$ cat src/rtl/rgbdith_pkg.sv
// Shared types, register indexes and the channel add-and-clamp helper
// for the RGB565/RGB555 error diffusion dither. No dependencies.
`default_nettype none

package rgbdith_pkg;

   localparam int unsigned CHAN_W   = 8;
   localparam int unsigned CARRY_W  = 2;
   localparam int unsigned WORD_W   = 16;
   localparam int unsigned CSR_IDX_W = 2;

   // register indexes on the csr port
   localparam logic [CSR_IDX_W-1:0] CSR_PIXEL_FORMAT = 2'd0;
   localparam logic [CSR_IDX_W-1:0] CSR_SWAP_BYTES   = 2'd1;

   // pixel_format codes
   localparam logic FMT_RGB565 = 1'b0;
   localparam logic FMT_RGB555 = 1'b1;

   typedef struct packed {
      logic [CHAN_W-1:0] red;
      logic [CHAN_W-1:0] green;
      logic [CHAN_W-1:0] blue;
      logic              line_start;
   } pixel_type;

   // add the carried error and saturate at full scale
   function automatic logic [CHAN_W-1:0] add_sat(input logic [CHAN_W-1:0]  chan,
                                                 input logic [CARRY_W-1:0] carry);
      logic [CHAN_W:0] sum;
      sum = {1'b0, chan} + {{(CHAN_W+1-CARRY_W){1'b0}}, carry};
      return sum[CHAN_W] ? {CHAN_W{1'b1}} : sum[CHAN_W-1:0];
   endfunction

endpackage

`default_nettype wire

$ cat src/rtl/rgb_error_diffusion_to_rgb565_555.sv
// Path: input register, then result register, which drives rsp_valid.
// Throughput: one request per cycle while the output is not stalled; the per-channel
// carry add-and-clamp loop is combinational, so requests wait only on rsp_stall.
// Stalls: req_stall rises only while both registers hold requests and rsp_stall is high.
// Reset (synchronous, active high): clears both valid bits, the carries,
// pixel_format (RGB565) and swap_bytes (off).
`default_nettype none

module rgb_error_diffusion_to_rgb565_555 (
   input  wire logic                                   clock,
   input  wire logic                                   reset,
   // request channel
   input  wire logic                                   req_valid,
   output      logic                                   req_stall,
   input  wire logic [rgbdith_pkg::CHAN_W-1:0]         req_red_in,
   input  wire logic [rgbdith_pkg::CHAN_W-1:0]         req_green_in,
   input  wire logic [rgbdith_pkg::CHAN_W-1:0]         req_blue_in,
   input  wire logic                                   req_line_start,
   // result channel
   output      logic                                   rsp_valid,
   input  wire logic                                   rsp_stall,
   output      logic [rgbdith_pkg::WORD_W-1:0]         rsp_packed_pixel,
   // configuration write port
   input  wire logic                                   csr_write_enable,
   input  wire logic [rgbdith_pkg::CSR_IDX_W-1:0]      csr_index,
   input  wire logic                                   csr_wdata
);

   // ---------------------------------------------------------------
   // Configuration registers
   // ---------------------------------------------------------------
   logic pixel_format_ff, pixel_format_in;
   logic swap_bytes_ff,   swap_bytes_in;

   always_comb begin
      pixel_format_in = pixel_format_ff;
      swap_bytes_in   = swap_bytes_ff;
      if (csr_write_enable) begin
         unique case (csr_index)
            rgbdith_pkg::CSR_PIXEL_FORMAT: pixel_format_in = csr_wdata;
            rgbdith_pkg::CSR_SWAP_BYTES:   swap_bytes_in   = csr_wdata;
            default: ;  // drop writes to unknown indexes
         endcase
      end
   end

   always_ff @(posedge clock) begin
      if (reset) begin
         pixel_format_ff <= rgbdith_pkg::FMT_RGB565;
         swap_bytes_ff   <= 1'b0;
      end else begin
         pixel_format_ff <= pixel_format_in;
         swap_bytes_ff   <= swap_bytes_in;
      end
   end

   // ---------------------------------------------------------------
   // Handshake: input register feeds the result register. The result
   // register loads whenever it is empty or being drained, so the
   // input register moves on every cycle unless the output is stuck.
   // ---------------------------------------------------------------
   logic                   in_valid_ff,  in_valid_in;
   rgbdith_pkg::pixel_type in_pixel_ff,  in_pixel_in;
   logic                   out_valid_ff, out_valid_in;
   logic [rgbdith_pkg::WORD_W-1:0] out_word_ff, out_word_in;

   logic out_load;   // result register takes a new word this cycle
   logic in_load;    // input register takes a new request this cycle

   assign out_load  = in_valid_ff && (!out_valid_ff || !rsp_stall);
   assign req_stall = in_valid_ff && !out_load;
   assign in_load   = req_valid && !req_stall;

   always_comb begin
      in_valid_in = in_load || (in_valid_ff && !out_load);
      in_pixel_in = in_pixel_ff;
      if (in_load) begin
         in_pixel_in.red        = req_red_in;
         in_pixel_in.green      = req_green_in;
         in_pixel_in.blue       = req_blue_in;
         in_pixel_in.line_start = req_line_start;
      end
      // hold a stalled word; otherwise advance or empty
      out_valid_in = out_load || (out_valid_ff && rsp_stall);
   end

   // ---------------------------------------------------------------
   // Dither datapath: add carried error, clamp, truncate, carry half
   // of the dropped bits, pack, optionally swap bytes.
   // ---------------------------------------------------------------
   logic [rgbdith_pkg::CARRY_W-1:0] red_carry_ff,   red_carry_in;
   logic [rgbdith_pkg::CARRY_W-1:0] green_carry_ff, green_carry_in;
   logic [rgbdith_pkg::CARRY_W-1:0] blue_carry_ff,  blue_carry_in;

   logic [rgbdith_pkg::CHAN_W-1:0] red_adj, green_adj, blue_adj;
   logic [rgbdith_pkg::WORD_W-1:0] packed_word;

   always_comb begin
      // a line start carries no error in
      if (in_pixel_ff.line_start) begin
         red_adj   = in_pixel_ff.red;
         green_adj = in_pixel_ff.green;
         blue_adj  = in_pixel_ff.blue;
      end else begin
         red_adj   = rgbdith_pkg::add_sat(in_pixel_ff.red,   red_carry_ff);
         green_adj = rgbdith_pkg::add_sat(in_pixel_ff.green, green_carry_ff);
         blue_adj  = rgbdith_pkg::add_sat(in_pixel_ff.blue,  blue_carry_ff);
      end

      if (pixel_format_ff == rgbdith_pkg::FMT_RGB555) begin
         packed_word     = {1'b0, red_adj[7:3], green_adj[7:3], blue_adj[7:3]};
         green_carry_in  = green_adj[2:1];
      end else begin
         packed_word     = {red_adj[7:3], green_adj[7:2], blue_adj[7:3]};
         green_carry_in  = {1'b0, green_adj[1]};
      end
      red_carry_in  = red_adj[2:1];
      blue_carry_in = blue_adj[2:1];

      if (swap_bytes_ff) begin
         out_word_in = {packed_word[7:0], packed_word[15:8]};
      end else begin
         out_word_in = packed_word;
      end
   end

   // carries advance only when a request actually moves to the output
   always_ff @(posedge clock) begin
      if (reset) begin
         red_carry_ff   <= '0;
         green_carry_ff <= '0;
         blue_carry_ff  <= '0;
      end else if (out_load) begin
         red_carry_ff   <= red_carry_in;
         green_carry_ff <= green_carry_in;
         blue_carry_ff  <= blue_carry_in;
      end
   end

   always_ff @(posedge clock) begin
      if (reset) begin
         in_valid_ff  <= 1'b0;
         out_valid_ff <= 1'b0;
      end else begin
         in_valid_ff  <= in_valid_in;
         out_valid_ff <= out_valid_in;
      end
   end

   // payload registers, no reset
   always_ff @(posedge clock) begin
      in_pixel_ff <= in_pixel_in;
      if (out_load) begin
         out_word_ff <= out_word_in;
      end
   end

   assign rsp_valid        = out_valid_ff;
   assign rsp_packed_pixel = out_word_ff;

endmodule

`default_nettype wire

$ cat config.mk
export PLATFORM = sky130hd
export DESIGN_NAME = rgb_error_diffusion_to_rgb565_555
export DESIGN_NICKNAME = d
export VERILOG_FILES = /design/src/rtl/rgbdith_pkg.sv /design/src/rtl/rgb_error_diffusion_to_rgb565_555.sv
export SDC_FILE = /design/constraint.sdc
export NUM_CORES = 1
export LEC_CHECK = 0
export BUFFER_PORTS_ARGS = -buffer_cell sky130_fd_sc_hd__buf_4
export CAP_MARGIN = 10
export CORE_ASPECT_RATIO = 1.5
export CORE_UTILIZATION = 55
export CTS_CLUSTER_DIAMETER = 80
export DETAILED_ROUTE_END_ITERATION = 10
export PLACE_DENSITY = 0.79
export SYNTH_ARGS = -nofsm -noshare
export SYNTH_HDL_FRONTEND = slang
export SYNTH_SLANG_ARGS = --single-unit
$ cat constraint.sdc
create_clock -name clock -period 5.3 [get_ports clock]
set_input_delay 0.53 -clock clock [delete_from_list [all_inputs] [get_ports clock]]
set_output_delay 0.53 -clock clock [all_outputs]
set_load 0.005 [all_outputs]
==> results of run 1 <==
## metrics by stage
stage | instances | util | total power, uW | hold WS [ps] | instance area, um2
floorplan | 255 | - | 555 | 445 | 2810
global placement | 361 | 0.659 | 597 | 464 | 3220
detailed placement | 361 | 0.659 | 602 | 481 | 3220
CTS | 369 | 0.677 | 811 | 390 | 3310
global route | 370 | 0.679 | 842 | 379 | 3320
finish | 370 | 0.679 | 807 | 397 | 3320
## worst register-to-register path, delay by kind of cell (launching register included)
family | cells | cell delay (ps)
and+or+nand+nor | 3 | 830
adders and majority gates | 1 | 560
DFF | 1 | 360
AOI/OAI and AO/OA | 1 | 150
muxes | 1 | 80
buffers and inverters | 1 | 70
## cell usage after synthesis, types with 4 or more instances
| cell type | number | area share |
|---|---|---|
| a31oi_1 | 8 | 0.018 |
| mux2i_1 | 11 | 0.039 |
| nand2b_1 | 4 | 0.0089 |
| buf_2 | 6 | 0.011 |
| o21ai_0 | 9 | 0.016 |
| nand2_1 | 22 | 0.029 |
| a211oi_1 | 4 | 0.011 |
| dfxtp_1 | 10 | 0.071 |
| inv_1 | 7 | 0.0093 |
| nor2_1 | 28 | 0.037 |
| mux2_2 | 4 | 0.016 |
| and2_1 | 4 | 0.0089 |
| nand3_1 | 7 | 0.012 |
| nor2b_1 | 4 | 0.0089 |
| a31o_2 | 4 | 0.012 |
| edfxtp_1 | 41 | 0.44 |
| a311oi_1 | 8 | 0.025 |
| a21oi_1 | 9 | 0.016 |
## flip-flops by register name (all words and copies together) (netlist names)
name	count
rsp_valid	1
swap_bytes_ff	1
rsp_packed_pixel	16
red_carry_ff	2
in_pixel_ff	25
in_valid_ff	1
blue_carry_ff	2
pixel_format_ff	1
green_carry_ff	2
## layout make-up
class / count / area, um2 / area share
Clock buffer: 6 / 72.6 / 0.0219
Clock inverter: 2 / 12.5 / 0.00377
Inverter: 8 / 30.0 / 0.00905
Multi-Input combinational cell: 184 / 1290 / 0.388
Sequential cell: 51 / 1430 / 0.431
Tap cell: 66 / 82.6 / 0.0249
Timing Repair Buffer: 53 / 402 / 0.121
## power by group through the flow
stage / combinational, uW / clock, uW / sequential [uW]
2_1_floorplan: 71.4 / 0 / 483
3_3_place_gp: 106 / 0 / 491
3_5_place_dp: 110 / 0 / 492
4_1_cts: 110 / 218 / 483
5_1_grt: 124 / 231 / 487
6_report: 111 / 212 / 483
## cells by family after synthesis
kind of cell               count (synthesis)  share of synthesized area
and+or+nand+nor                           95                      0.189
AOI/OAI and AO/OA                         66                      0.170
DFF                                       51                      0.509
buffers and inverters                     20                     0.0360
muxes                                     15                     0.0551
adders and majority gates                  6                     0.0347
xor gates and xnor gates                   2                    0.00623
## layer usage
metal | wire length, um | GRT usage
met1 | 2240 | 0.279
met2 | 3110 | 0.401
met4 | 123 | 0.106
met5 | 0 | 0
met3 | 288 | 0.0487
## worst max-delay path by stage
stage	from	end	slack [ps]	depth (start not counted)
2_1_floorplan	rsp_stall	in_pixel_ff[0]	3040	2
5_1_grt	in_pixel_ff[17]	rsp_packed_pixel[12]	2880	7
6_report	in_pixel_ff[10]	rsp_packed_pixel[0]	2990	7
3_5_place_dp	in_pixel_ff[10]	rsp_packed_pixel[0]	3000	7
4_1_cts	in_pixel_ff[10]	rsp_packed_pixel[0]	3000	7
3_3_place_gp	in_pixel_ff[10]	rsp_packed_pixel[0]	3090	7
==> qor.yml, run 1 <==
synth:
  ys_ff_latch: 51
  mappedNetlistArea_um2: 2810
  synth_ff_type: "edfxtp_1"
  synth_edf_count: 41
  synth_cell_type_count: 58
  syn-num-nets: 294
  syn_avg_cell_area_um2: 11.0
  netlist_instances: 255
  synthArstFlopShare: 0
  synth_warnings: 0
  seq_area_frac_synth: 0.509
clock_network:
  clk_latency_ps: 300
  htreeDepth: 2
  cts.clk_slew.worst_paths_ps: 90
  postCtsHoldBufs: 0
  clock_sinks: 51
  clock-root-buffer: "clkbuf_8"
  cts_buffers: 5
  post_cts_buffers: 0
  cts_tree: "done"
  cts_max_path_buffers: 2
  cts-resized-gates: 0
power:
  ir_drop_mv: 0.236
  switching_power_uw: 197
  swShare: 0.245
  p_comb_frac: 0.138
  p_per_area_nw_per_um2: 243
  p_leak_uw: 0.00126
  intPower_uw: 609
  power.share.clock: 0.263
  p_seq_frac: 0.599
worst_setup_path:
  r2r_setup_slack_ps: 2990
  crit_family: "simple AND/OR/NAND/NOR gates"
  worst-path-buf-inv: 1
  crit_path_end_kind: "register"
  worst-setup-path-type: "register to register"
  timing.rr.start: "in_pixel_ff[10]"
  required_ps: 5350
  rr_worst_depth: 7
  arrival_ps: 2350
  path_cells: "inv_1 -> fa_1 -> nor3b_4 -> or4b_1 -> nand3_1 -> o21a_1 -> mux2i_1"
  r2r-end: "rsp_packed_pixel[0]"
  cp_max_fo: 8
  slowest_stage: "fa_1"
  start_kind: "register"
  max_stage_delay_ps: 560
sta:
  fmax_mhz: 433
  tightest_slew_ps: 747
  final_max_slew_viol_count: 0
  fin_skew_ps: 10.2
  rsz0062_at_grt: "false"
  period_share: 0.435
  post-route-min-period_ps: 2310
  setup_tns_ps: 0
  finalWorstSetupSlack_ps: 2990
  setup_viol: 0
  hold_violations: 0
  maxSlewHeadroom: 0.502
min_path:
  min_from: "req_line_start"
  min_path_cells: 1
  hp-class: "input pin to register"
  hold_end: "in_pixel_ff[0]"
detailed_routing:
  dr.first_iter.drc_count: 87
  vias: 2261
  via_per_inst: 6.11
  ant_nets: 0
  route.detailed.drc: 0
  firstDrtPassIters: 4
  wl_um: 5770
  wire_per_inst_um: 15.6
floorplan:
  start_util: 0.576
  io-pin-count: 51
  core-area_um2: 4890
  die-area_um2: 5410
  die_x_um: 60.4
  placementRows: 31
  fp.dieH_um: 89.6
cells_and_area:
  final_cell_mix: "buf_4, edfxtp_1, nor2_1"
  final_common_cell: "buf_4"
  nets: 342
  fill_cells: 413
  diodes: 0
  area_growth_pct: 17.9
  drive_gt1_frac: 0.257
grt:
  grt_max_degree: 29
  grt_pass1_vias: 2034
  antenna_found_initial: 0
  grt_pass1_wl_um: 9220
  grt_remaining_overflow: 0
  grt_util_all_layers: 0.235
placed_design:
  place.gp.congestion: 0.940
  portBuffers: 50
  place_ws_ps: 3000
  hpwl_um: 4380
flow_run:
  maxCapViolCount: 0
outcome:
  status: "finished, final reports clean"
No activity file was read; power rests on OpenSTA's default activity.
==> run 2, diff against run 1 <==
--- a/config.mk
+++ b/config.mk
@@ -5,6 +5,7 @@
 export SDC_FILE = /design/constraint.sdc
 export NUM_CORES = 1
 export LEC_CHECK = 0
+export ABC_AREA = 1
 export BUFFER_PORTS_ARGS = -buffer_cell sky130_fd_sc_hd__buf_4
 export CAP_MARGIN = 10
 export CORE_ASPECT_RATIO = 1.5
==> constraint.sdc (replaced) <==
create_clock -name clock -period 2.2 [get_ports clock]
set_input_delay 0.22 -clock clock [delete_from_list [all_inputs] [get_ports clock]]
set_output_delay 0.22 -clock clock [all_outputs]
set_load 0.005 [all_outputs]
==> qor.yml, run 2 <==
placed_design:
  dp_cells: 382
  hpwl_um: 3740
  place.gp.congestion: 0.882
  portBuffers: 50
clock_network:
  post_cts_buffers: 0
  htreeDepth: 2
  cts-resized-gates: 0
  postCtsHoldBufs: 0
  clk_latency_ps: 300
  cts_tree: "done"
  cts.clk_slew.worst_paths_ps: 100
  cts_max_path_buffers: 2
  cts_buffers: 5
  clock_sinks: 51
  clock-root-buffer: "clkbuf_8"
grt:
  grt_remaining_overflow: 0
  grt_max_degree: 28
  grt_util_all_layers: 0.215
  grt_pass1_wl_um: 8160
  grt_pass1_vias: 1940
  antenna_found_initial: 0
worst_setup_path:
  rr_worst_depth: 10
  worstSetupPathDepth: 10
  max_stage_delay_ps: 500
  timing.rr.start: "in_pixel_ff[10]"
  worst-path-buf-inv: 1
  crit_family: "simple AND/OR/NAND/NOR gates"
  path_cells: "inv_1 -> fa_1 -> nor2_8 -> nand2_2 -> nor2_4 -> nand3_1 -> o21ai_1 -> nand2_1 -> nand3_1 -> nand2_1"
  arrival_ps: 2050
  cp_max_fo: 3
  worst-setup-path-type: "register to register"
  cp-startpoint: "in_pixel_ff[10]"
  slowest_stage: "fa_1"
  crit_path_end_kind: "register"
  required_ps: 2260
  start_kind: "register"
floorplan:
  fp.dieH_um: 86.6
  die_x_um: 58.4
  placementRows: 30
  io-pin-count: 51
  die-area_um2: 5060
  start_util: 0.578
  core-area_um2: 4540
power:
  p_leak_uw: 0.00135
  p_seq_frac: 0.551
  intPower_uw: 1610
  power.share.clock: 0.320
  p_per_area_nw_per_um2: 657
  switching_power_uw: 481
  ir_drop_mv: 0.571
  p_comb_frac: 0.129
  swShare: 0.230
synth:
  synth_top_area_cell: "edfxtp_1"
  synth.area.top_cells: "edfxtp_1, nand2_1, nand3_1, dfxtp_1, inv_1"
  ys_ff_latch: 51
  synthArstFlopShare: 0
  mappedNetlistArea_um2: 2630
  synth_cell_type_count: 36
  netlist_instances: 272
  synth_ff_type: "edfxtp_1"
  yosys-top-cells-count: "nand2_1, edfxtp_1, nand3_1"
  synth_most_common_cell: "nand2_1"
  syn-num-nets: 311
  synth_edf_count: 41
  syn_avg_cell_area_um2: 9.66
  seq_area_frac_synth: 0.545
  synth_warnings: 0
  synth_top_area_frac: 0.469
min_path:
  hp-class: "input pin to register"
  min_from: "req_blue_in[1]"
  min_path_cells: 1
detailed_routing:
  vias: 2056
  firstDrtPassIters: 4
  wl_um: 4900
  wire_per_inst_um: 12.6
  ant_nets: 0
  dr.first_iter.drc_count: 63
  route.detailed.drc: 0
  via_per_inst: 5.27
sta:
  fmax_mhz: 504
  maxSlewHeadroom: 0.640
  final_max_slew_viol_count: 0
  tightest_slew_ps: 539
  setup_viol: 0
  post-route-min-period_ps: 1980
  fin_skew_ps: 12.3
  setup_tns_ps: 0
  hold_violations: 0
  rsz0062_at_grt: "false"
  period_share: 0.902
cells_and_area:
  fill_cells: 331
  nets: 364
  diodes: 0
  drive_gt1_frac: 0.227
  layoutNonFillerInstCount: 390
  multi_input_area_um2: 1050
  final_common_cell: "nand2_1"
  register_area_um2: 1430
  area_growth_pct: 21.2
  largest-register: "in_pixel_ff"
  largest_register_ffs: 25
  final_cell_mix: "nand2_1, buf_4, nand3_1, edfxtp_1, inv_1"
flow_run:
  maxCapViolCount: 0
outcome:
  status: "finished, final reports clean"
==> run 2: layout make-up <==
type / count / area share
tap: 64 / 0.0252
clock inverter: 2 / 0.0122
sequential: 51 / 0.450
inverter: 25 / 0.0303
multi-input combinational: 188 / 0.329
timing repair buffer: 54 / 0.127
clock buffer: 6 / 0.0260
==> run 2: power groups by stage <==
stage	sequential [uW]	clock [uW]	combinational (uW)
2_1_floorplan	1160	0	164
3_3_place_gp	1170	0	263
3_5_place_dp	1170	0	270
4_1_cts	1150	684	271
5_1_grt	1160	714	305
6_report	1150	669	271
==> run 2: routing by layer <==
layer | routed length [um] | vias up | share of wire | global-route usage
li1 | - | 1061 | - | -
met5 | 0 | - | 0 | 0
met4 | 78 | 0 | 0.016 | 0.0931
met2 | 2680 | 65 | 0.55 | 0.395
met3 | 202 | 7 | 0.041 | 0.0358
met1 | 1930 | 923 | 0.40 | 0.238
==> run 2: path summary, 6_finish.rpt <==
| path | to | slack, ps |
|---|---|---|
| max | rsp_packed_pixel[9] | 220 |
| min | in_pixel_ff[2] | 80 |
| max reg2reg | rsp_packed_pixel[9] | 220 |
| min reg2reg | rsp_valid | 510 |
==> run 2: through the flow <==
stage          instance area (um2)   util  setup slack [ps]  hold slack, ps  total power, uW
6_report                      3180  0.701               216            82.6             2090
5_1_grt                       3180  0.701              52.2            68.4             2180
3_3_place_gp                  3060  0.674               285             398             1440
3_5_place_dp                  3060  0.674               222             399             1440
2_1_floorplan                 2630      -               382             289             1330
4_1_cts                       3180  0.701               210            77.9             2110
==> run 2: logic make-up (layout without fill, tap and decap cells) <==
family                   Yosys count  count (layout)  share of synthesized area
buffers and inverters             33              87                     0.0562
adder cells (fa/ha/maj)            6               6                     0.0372
multiplexers                       2               2                    0.00762
AND/OR/NAND/NOR                  143             143                      0.265
flip-flops                        51              51                      0.545
XOR/XNOR                           6               6                     0.0200
AO/OA/AOI/OAI                     31              31                     0.0691
==> run 3, diff against run 2 <==
--- a/config.mk
+++ b/config.mk
@@ -8,7 +8,6 @@
 export ABC_AREA = 1
 export BUFFER_PORTS_ARGS = -buffer_cell sky130_fd_sc_hd__buf_4
 export CAP_MARGIN = 10
-export CORE_ASPECT_RATIO = 1.5
 export CORE_UTILIZATION = 55
 export CTS_CLUSTER_DIAMETER = 80
 export DETAILED_ROUTE_END_ITERATION = 10
==> qor.yml, run 3 (synthesized netlist as in run 2, its figures left out) <==
detailed_routing:
  via_per_inst: 5.58
  wire_per_inst_um: 13.8
  route.detailed.drc: 4
  ant_nets: 0
  wl_um: 5200
  dr.first_iter.drc_count: 155
  firstDrtPassIters: 7
  vias: 2109
cells_and_area:
  diodes: 0
  layoutNonFillerInstCount: 378
  final_cell_mix: "nand2_1, buf_4, nand3_1, edfxtp_1, inv_1"
  area_growth_pct: 19.3
  largest-register: "in_pixel_ff"
  final_common_cell: "nand2_1"
  fill_cells: 351
  nets: 364
  drive_gt1_frac: 0.224
  final_area_um2: 3130
  largest_register_ffs: 25
worst_setup_path:
  required_ps: 2270
  start_kind: "register"
  worst-setup-path-type: "register to register"
  crit_path_end_kind: "register"
  slowest_stage: "fa_1"
  arrival_ps: 2040
  cp_max_fo: 3
  max_stage_delay_ps: 500
  path_cells: "inv_1 -> fa_1 -> nor2_8 -> nand2_2 -> nor2_4 -> nand3_1 -> o21ai_1 -> nand2_1 -> nand3_1 -> nand2_1"
grt:
  grt_max_degree: 28
  antenna_found_initial: 0
  grt_util_all_layers: 0.233
  grt_pass1_vias: 1989
  grt_pass1_wl_um: 8880
  grt_remaining_overflow: 0
floorplan:
  die-area_um2: 5060
  fp.dieH_um: 71.1
  io-pin-count: 51
  placementRows: 24
  core-area_um2: 4470
  start_util: 0.587
  die_x_um: 71.1
clock_network:
  postCtsHoldBufs: 0
  htreeDepth: 2
  clk_latency_ps: 310
  post_cts_buffers: 0
  clock-root-buffer: "clkbuf_8"
  cts-resized-gates: 0
  cts.clk_slew.worst_paths_ps: 90
  cts_tree: "done"
  clock_sinks: 51
  cts_max_path_buffers: 2
  cts_buffers: 5
sta:
  fin_skew_ps: 6.33
  fin_hold_ws_ps: 76.9
  period_share: 0.895
  hold_violations: 0
  tightest_slew_ps: 506
  setup_tns_ps: 0
  maxSlewHeadroom: 0.662
  rsz0062_at_grt: "false"
  fmax_mhz: 508
  setup_viol: 0
  final_max_slew_viol_count: 0
  post-route-min-period_ps: 1970
placed_design:
  dpl-instance-area_um2: 3050
  portBuffers: 50
  dp_cells: 370
  place.gp.congestion: 0.881
  hpwl_um: 3890
power:
  ir_drop_mv: 0.402
  p_per_area_nw_per_um2: 628
  p_leak_uw: 0.00133
  total_power_uw: 1970
min_path:
  hp-class: "input pin to register"
flow_run:
  maxCapViolCount: 0
outcome:
  status: "finished with violations"
  violations: "DRC"
## run 3: report_power, final
group	internal [uW]	total, uW	switching [uW]
Sequential	1110	1150	42.0
Combinational	126	274	148
Clock	222	539	317
## run 3: cell type report
| type | count | area [um2] | share of cell area |
|---|---|---|---|
| clock buffers | 5 | 68.8 | 0.0220 |
| repair buffers | 54 | 405 | 0.129 |
| inverters | 25 | 96.3 | 0.0307 |
| clock inverters | 3 | 20.0 | 0.00639 |
| well taps | 52 | 65.1 | 0.0208 |
| flip-flops and latches | 51 | 1430 | 0.457 |
| multi-input cells | 188 | 1050 | 0.334 |
## run 3: per-layer routing
metal  GRT usage  share of wire
met5           0              0
met1       0.290           0.44
met2       0.395           0.49
met3      0.0442          0.042
met4       0.107          0.022
## run 3: worst max-delay path, delay by kind of cell, from the launching register on
family	cells	cell delay [ps]
AO/OA/AOI/OAI	1	110
adder cells (fa/ha/maj)	1	500
AND/OR/NAND/NOR	7	660
buffers and inverters	1	80
flip-flops	1	390
## run 3: stage by stage
step / worst slack (ps) / util
final: 231 / 0.701
after global placement: 293 / 0.681
after CTS: 224 / 0.701
after floorplan: 382 / -
after detailed placement: 233 / 0.681
after global routing: 61.4 / 0.701
## run 3: final timing paths
path                         from             endpoint  slack (ps)  cells past startpoint
hold / removal     req_blue_in[6]       in_pixel_ff[7]          80                      1
hold reg to reg       in_valid_ff            rsp_valid         500                      2
setup reg to reg  in_pixel_ff[10]  rsp_packed_pixel[9]         230                     10
setup / recovery  in_pixel_ff[10]  rsp_packed_pixel[9]         230                     10
